<file path="config.mk">
export PLATFORM = sky130hd
export DESIGN_NAME = tccs_ctrl
export DESIGN_NICKNAME = d
export VERILOG_FILES = /design/src/sv/tccs_pkg.sv /design/src/sv/tccs_ctrl.sv
export SDC_FILE = /design/constraint.sdc
export NUM_CORES = 1
export LEC_CHECK = 0
export BUFFER_PORTS_ARGS = -buffer_cell sky130_fd_sc_hd__buf_2
export CELL_PAD_IN_SITES_DETAIL_PLACEMENT = 2
export CELL_PAD_IN_SITES_GLOBAL_PLACEMENT = 2
export CORE_AREA = 2 2 42 44
export DETAILED_ROUTE_END_ITERATION = 16
export DIE_AREA = 0 0 44 46
export GPL_TIMING_DRIVEN = 0
export PLACE_DENSITY = 0.73
export SETUP_SLACK_MARGIN = 0.2
export SYNTH_ARGS = -nofsm -noshare
export SYNTH_HDL_FRONTEND = slang
export SYNTH_SLANG_ARGS = --single-unit
</file>
<file path="constraint.sdc">
create_clock -name clk -period 3.1 [get_ports clk]
set_clock_uncertainty 0.1 [all_clocks]
set_input_delay 0.62 -clock clk [delete_from_list [all_inputs] [get_ports clk]]
set_output_delay 0.62 -clock clk [all_outputs]
set_load 0.05 [all_outputs]
</file>
<file path="src/sv/tccs_pkg.sv">
// Shared types and constants for the text console cursor/scroll block.
package tccs_pkg;

  localparam int MODE_W     = 2;
  localparam int CHAR_W     = 8;
  localparam int IDX_W      = 11;
  localparam int CELL_W     = 16;
  localparam int OUT_ROW_W  = 5;
  localparam int OUT_COL_W  = 7;
  localparam int IN_DATA_W  = 24;
  localparam int OUT_DATA_W = 32;

  // Item kinds carried on in_tuser
  localparam logic [MODE_W-1:0] MODE_PUT   = 2'd0;
  localparam logic [MODE_W-1:0] MODE_CLEAR = 2'd1;
  localparam logic [MODE_W-1:0] MODE_READ  = 2'd2;
  localparam logic [MODE_W-1:0] MODE_SPARE = 2'd3;  // unused kind, cursor report only

  localparam logic [CHAR_W-1:0] CH_NEWLINE = 8'h0A;
  localparam logic [CHAR_W-1:0] CH_RETURN  = 8'h0D;
  localparam logic [CHAR_W-1:0] CH_TAB     = 8'h09;

  localparam logic [7:0]        ATTR_WHITE = 8'h0F;
  localparam logic [CELL_W-1:0] CELL_BLANK = 16'h0F20;
  localparam logic [CELL_W-1:0] CELL_EMPTY = 16'h0F00;

  typedef enum logic [2:0] {
    ST_INIT,
    ST_IDLE,
    ST_EXEC,
    ST_COPY,
    ST_FILL,
    ST_CLEAR,
    ST_RESULT
  } state_t;

  typedef struct packed {
    logic load_item;
    logic exec;
    logic copy_step;
    logic fill_step;
    logic blank_step;
    logic cnt_inc;
    logic cnt_clr;
    logic emit;
  } cmd_t;

  typedef struct packed {
    logic [MODE_W-1:0] mode;
    logic              scroll_need;
    logic              cnt_copy_end;
    logic              cnt_last;
    logic              out_free;
  } status_t;

endpackage

</file>
<file path="src/sv/tccs_ctrl.sv">
// Sequencer: input handshake and step control for puts, scrolls, clears and reads.
module tccs_ctrl
  import tccs_pkg::*;
(
  input  logic    clk,
  input  logic    rst_n,
  input  logic    in_tvalid,
  output logic    in_tready,
  input  status_t sts,
  output cmd_t    cmd
);

  state_t state_r, state_nxt;

  always_ff @(posedge clk) begin
    if (!rst_n) begin
      state_r <= ST_INIT;
    end else begin
      state_r <= state_nxt;
    end
  end

  always_comb begin
    state_nxt = state_r;
    cmd       = '0;
    in_tready = 1'b0;
    case (state_r)
      ST_INIT: begin
        // power-up blanking sweep
        cmd.blank_step = 1'b1;
        if (sts.cnt_last) begin
          cmd.cnt_clr = 1'b1;
          state_nxt   = ST_IDLE;
        end else begin
          cmd.cnt_inc = 1'b1;
        end
      end
      ST_IDLE: begin
        in_tready = 1'b1;
        if (in_tvalid) begin
          cmd.load_item = 1'b1;
          state_nxt     = ST_EXEC;
        end
      end
      ST_EXEC: begin
        cmd.exec    = 1'b1;
        cmd.cnt_clr = 1'b1;
        case (sts.mode)
          MODE_PUT:   state_nxt = sts.scroll_need ? ST_COPY : ST_RESULT;
          MODE_CLEAR: state_nxt = ST_CLEAR;
          default:    state_nxt = ST_RESULT;
        endcase
      end
      ST_COPY: begin
        cmd.copy_step = 1'b1;
        if (sts.cnt_copy_end) begin
          state_nxt = ST_FILL;  // counter already sits on the last row
        end else begin
          cmd.cnt_inc = 1'b1;
        end
      end
      ST_FILL: begin
        cmd.fill_step = 1'b1;
        if (sts.cnt_last) begin
          cmd.cnt_clr = 1'b1;
          state_nxt   = ST_RESULT;
        end else begin
          cmd.cnt_inc = 1'b1;
        end
      end
      ST_CLEAR: begin
        cmd.blank_step = 1'b1;
        if (sts.cnt_last) begin
          cmd.cnt_clr = 1'b1;
          state_nxt   = ST_RESULT;
        end else begin
          cmd.cnt_inc = 1'b1;
        end
      end
      ST_RESULT: begin
        if (sts.out_free) begin
          cmd.emit  = 1'b1;
          state_nxt = ST_IDLE;
        end
      end
      default: begin
        state_nxt = ST_INIT;
      end
    endcase
  end

endmodule

</file>
; ---- Yosys cells after proc, flatten, opt, wreduce, memory -nomap -nowiden
; Index checks and enable logic that the tools add are counted.
[word_totals]
output_inout_bits = 9
inputBits = 9
register_bits = 3
word_cells = 41
[classes]
eq_ne = 12
mux = 22
reduce_logical = 6
[op_table]
columns = cell, count
row1 = 3-bit 2-to-1 mux, 6
row2 = 3-bit one-hot mux with 6 select lines, 1
row3 = 1-bit 2-to-1 mux, 12
row4 = "3-bit equality test, second input constant", 3
row5 = "2-bit != test, second input constant", 4
row6 = "3-bit by 2-bit equality test with 1-bit output, second input constant", 2
row7 = 3-bit one-hot mux with 2 select lines, 1
row8 = 5-bit AND reduction, 1
row9 = 1-bit one-hot mux with 2 select lines, 2
row10 = 2-bit OR reduction, 2
row11 = "3-bit by 1-bit equality test with 1-bit output, second input constant", 1
row12 = 3-bit zero test, 1
row13 = 3-bit OR reduction, 1
row14 = "2-bit by 1-bit equality test with 1-bit output, second input constant", 1
row15 = 2-bit zero test, 1
row16 = "2-bit by 1-bit != test with 1-bit output, second input constant", 1

; ---- Depth between registers and ports, before layout
[logic_depth]
depth_word = 4
mapped_depth = 6
ltp_nobuf = 5

; ---- Least setup slack after synthesis
; Ideal clock, no wire load.
[synth_path]
path_kind = reg-to-output
startpoint = register state_r[2]
endpoint = output cmd[7] (netlist bit)
t_required_ns = 2.380
arrival_time_ns = 1.780
slack_ns = 0.600
path_stages_with_launch = 5
path_cell_list = dfxtp_1 buf_6 nand2b_4 nor2_1 and2_1
[synth_lines]
columns = element, line_no
row1 = "start, declared", tccs_ctrl.sv:13  ; state_t state_r, state_nxt;
row2 = "start signal, assigned", tccs_ctrl.sv:19  ; state_r <= state_nxt;
row3 = "end, declared", tccs_ctrl.sv:10  ; output cmd_t cmd

==> results.toml <==
[timing]
fin_crit_sh_pct = 71.25
tightest_slew_ps = 232.2
slew_violations = 0
fin_tns_setup_ps = 0
whs_ps = 534.7
post-route-min-period_ps = 2209
slew_headroom_pct = 84.40
rsz0062_at_grt = "false"
setup_viol = 0
post-route-worst-setup-slack_ps = 891.1
fmax_mhz = 452.7
finalHoldViolCount = 0

[floorplanning]
die_area_sq_um = 2024
coreArea_sq_um = 1614
rows = 15
initial_core_util_pct = 19.77
die_h_um = 46
die_w_um = 44
ios = 18

[routing]
drtIter0Drc = 3
viasPerCell = 4.880
dr.pass1.iters = 2
wl_per_cell_um = 13.04
wl_mm = 1.082
ant_nets = 0
drcViolationCount = 0
vias = 405

[worst_setup_path]
cpMostUsedCell = "buf_2"
reg2reg_to = "state_r[1]"
critPathMaxFanout = 10
critical_path.max_stage_delay_ps = 380
worstRegToRegCells = 5
crit_type = "register to primary output"
critical_path.top_delay_family = "buffers and inverters"
end_kind = "primary output"
rr_startpoint = "state_r[0]"
worst_path_max_delay_cell = "dfxtp_1"
path_buf_inv = 3
path_cells = "buf_2 -> inv_1 -> nor3_1 -> buf_2"
critical_path.startpoint_type = "register"
regToRegSetupSlack_ps = 1700
critPathArrivalTime_ps = 1490
required_ps = 2380

[synth]
syn-num-nets = 54
avgSynthCellArea_sq_um = 7.090
ys_warn_count = 0
seq_area_frac_synth_pct = 18.82
synth_area_sq_um = 319.1
synthCells = 45
ys_ff_latch = 3
synth.distinct_cells = 25

[cells_and_area]
largest_reg_flops = 3
layout.area.seq_sq_um = 60.06
multi_input_area_sq_um = 224.0
diodes = 0
fin_area_sq_um = 451.7
fill_cells = 211
fin_cells = 83
reg.largest.list = "state_r (3)"
synthToLayoutAreaGrowth_pct = 41.57
drive_gt1_share_pct = 39.39
nets = 76
top_register = "state_r"

[global_route]
grt_remaining_overflow = 0
first_global_vias = 398
grt_max_degree = 11
antenna_found_initial = 0
grt_use_total_pct = 13.04
grt_pass1_wl_mm = 1.828

[min_path]
worstHoldStart = "rst_n"
holdCritPathClass = "input port to register"
min_to = "state_r[2]"
holdPathStages = 2

[clocking]
cts_resized = 0
cts_setup_buffers = 0
cts_root_buf = "clkbuf_4"
clkTransAtPathRegs_ps = 40
clk_latency_ps = 240
cts_buffers = 3
cts_tree = "built"
clk_path_buf_depth = 2
cts.sinks = 3
htreeDepth = 1
holdBufCountCts = 0

[placed_design]
io_buffers = 17
place_congestion = 0.6901
dp_hpwl_um = 829.9
post-place-cells = 79
placed_area_sq_um = 425.4
dp_slack_ps = 947.5

[flow_run]
cap_violations = 0

[power]
leakage_uw = 0.0002188
peakVddDrop_mv = 0.2222
power_density_nw_per_um2 = 1297

[outcome]
status = "complete, no violations"
==> per-stage QoR <==
step	power, uW	util [%]
after floorplan	420.8	-
final	585.9	27.98
after global placement	511.1	26.36
after detailed placement	517.8	26.36
after CTS	595.4	27.98
after global routing	637.3	27.98
==> layer usage <==
layer	part of all wire (%)	vias to the layer above	global-route usage, %	wire length (um)
met5	0	-	0	0
met4	2.7	0	10.91	29
met3	7.4	5	3.175	80
met2	46	15	20.29	500
met1	44	187	14.99	471
li1	-	198	-	-
==> logic make-up after synthesis <==
logic type | share of synthesized area (%)
and+or+nand+nor | 45.10
buffers and inverters | 10.98
xor gates and xnor gates | 2.746
AOI/OAI and AO/OA | 22.35
DFF | 18.82
==> synth_stat cells (all sizes together) <==
cell type / count / area share, %
nand3: 1 / 1.6
and3: 1 / 2.0
nor3b: 4 / 9.4
or2: 1 / 2.0
nor3: 2 / 3.1
nand2b: 2 / 6.3
a22oi: 2 / 6.3
dfxtp: 3 / 19
nand4: 1 / 2.0
and2: 1 / 2.0
nor2: 7 / 8.2
nor2b: 2 / 3.9
o32a: 1 / 3.1
o2111ai: 1 / 2.7
inv: 2 / 2.4
a21boi: 1 / 2.4
a21oi: 1 / 1.6
xor2: 1 / 2.7
buf: 3 / 8.6
o21ai: 4 / 6.3
nand2: 4 / 4.7
==> power breakdown <==
part	internal, uW	switching [uW]	leakage, uW	total (uW)
Sequential	55.4	17.1	0.0000248	72.5
Combinational	130	311	0.000179	442
Clock	48.4	23.3	0.0000150	71.7
==> area by class of cell <==
class / count / area share, %
timing repair buffer: 17 / 18.84
buffer: 3 / 6.094
inverter: 2 / 1.662
sequential: 3 / 13.30
multi-input combinational: 37 / 49.58
tap: 17 / 4.709
clock buffer: 4 / 5.817
==> layout by cell type, fill, tap and decap left out <==
cell / Yosys / routed
a21boi_1: 1 / 1
a21oi_1: 1 / 1
a22oi_1: 1 / 1
a22oi_2: 1 / 1
and2_1: 1 / 1
and3_1: 1 / 1
buf_2: 1 / 18
buf_6: 2 / 2
clkbuf_1: 0 / 1
clkbuf_4: 0 / 3
dfxtp_1: 3 / 3
inv_1: 1 / 1
inv_2: 1 / 1
nand2_1: 4 / 4
nand2b_1: 1 / 1
nand2b_4: 1 / 1
nand3_1: 1 / 1
nand4_1: 1 / 1
nor2_1: 7 / 7
nor2b_1: 2 / 2
nor3_1: 2 / 2
nor3b_1: 4 / 4
o2111ai_1: 1 / 1
o21ai_0: 4 / 4
o32a_1: 1 / 1
or2_1: 1 / 1
xor2_1: 1 / 1
==> worst max-delay path by stage <==
stage / startpoint / endpoint / slack [ps] / cells after the start
5_1_grt: state_r[1] / cmd[6] / 720 / 4
6_report: state_r[1] / cmd[6] / 890 / 4
3_5_place_dp: sts[2] / cmd[2] / 950 / 5
2_1_floorplan: state_r[2] / cmd[7] / 600 / 4
3_3_place_gp: sts[2] / cmd[2] / 970 / 5
4_1_cts: state_r[1] / cmd[6] / 900 / 4
No activity file was read; power rests on OpenSTA's default activity.
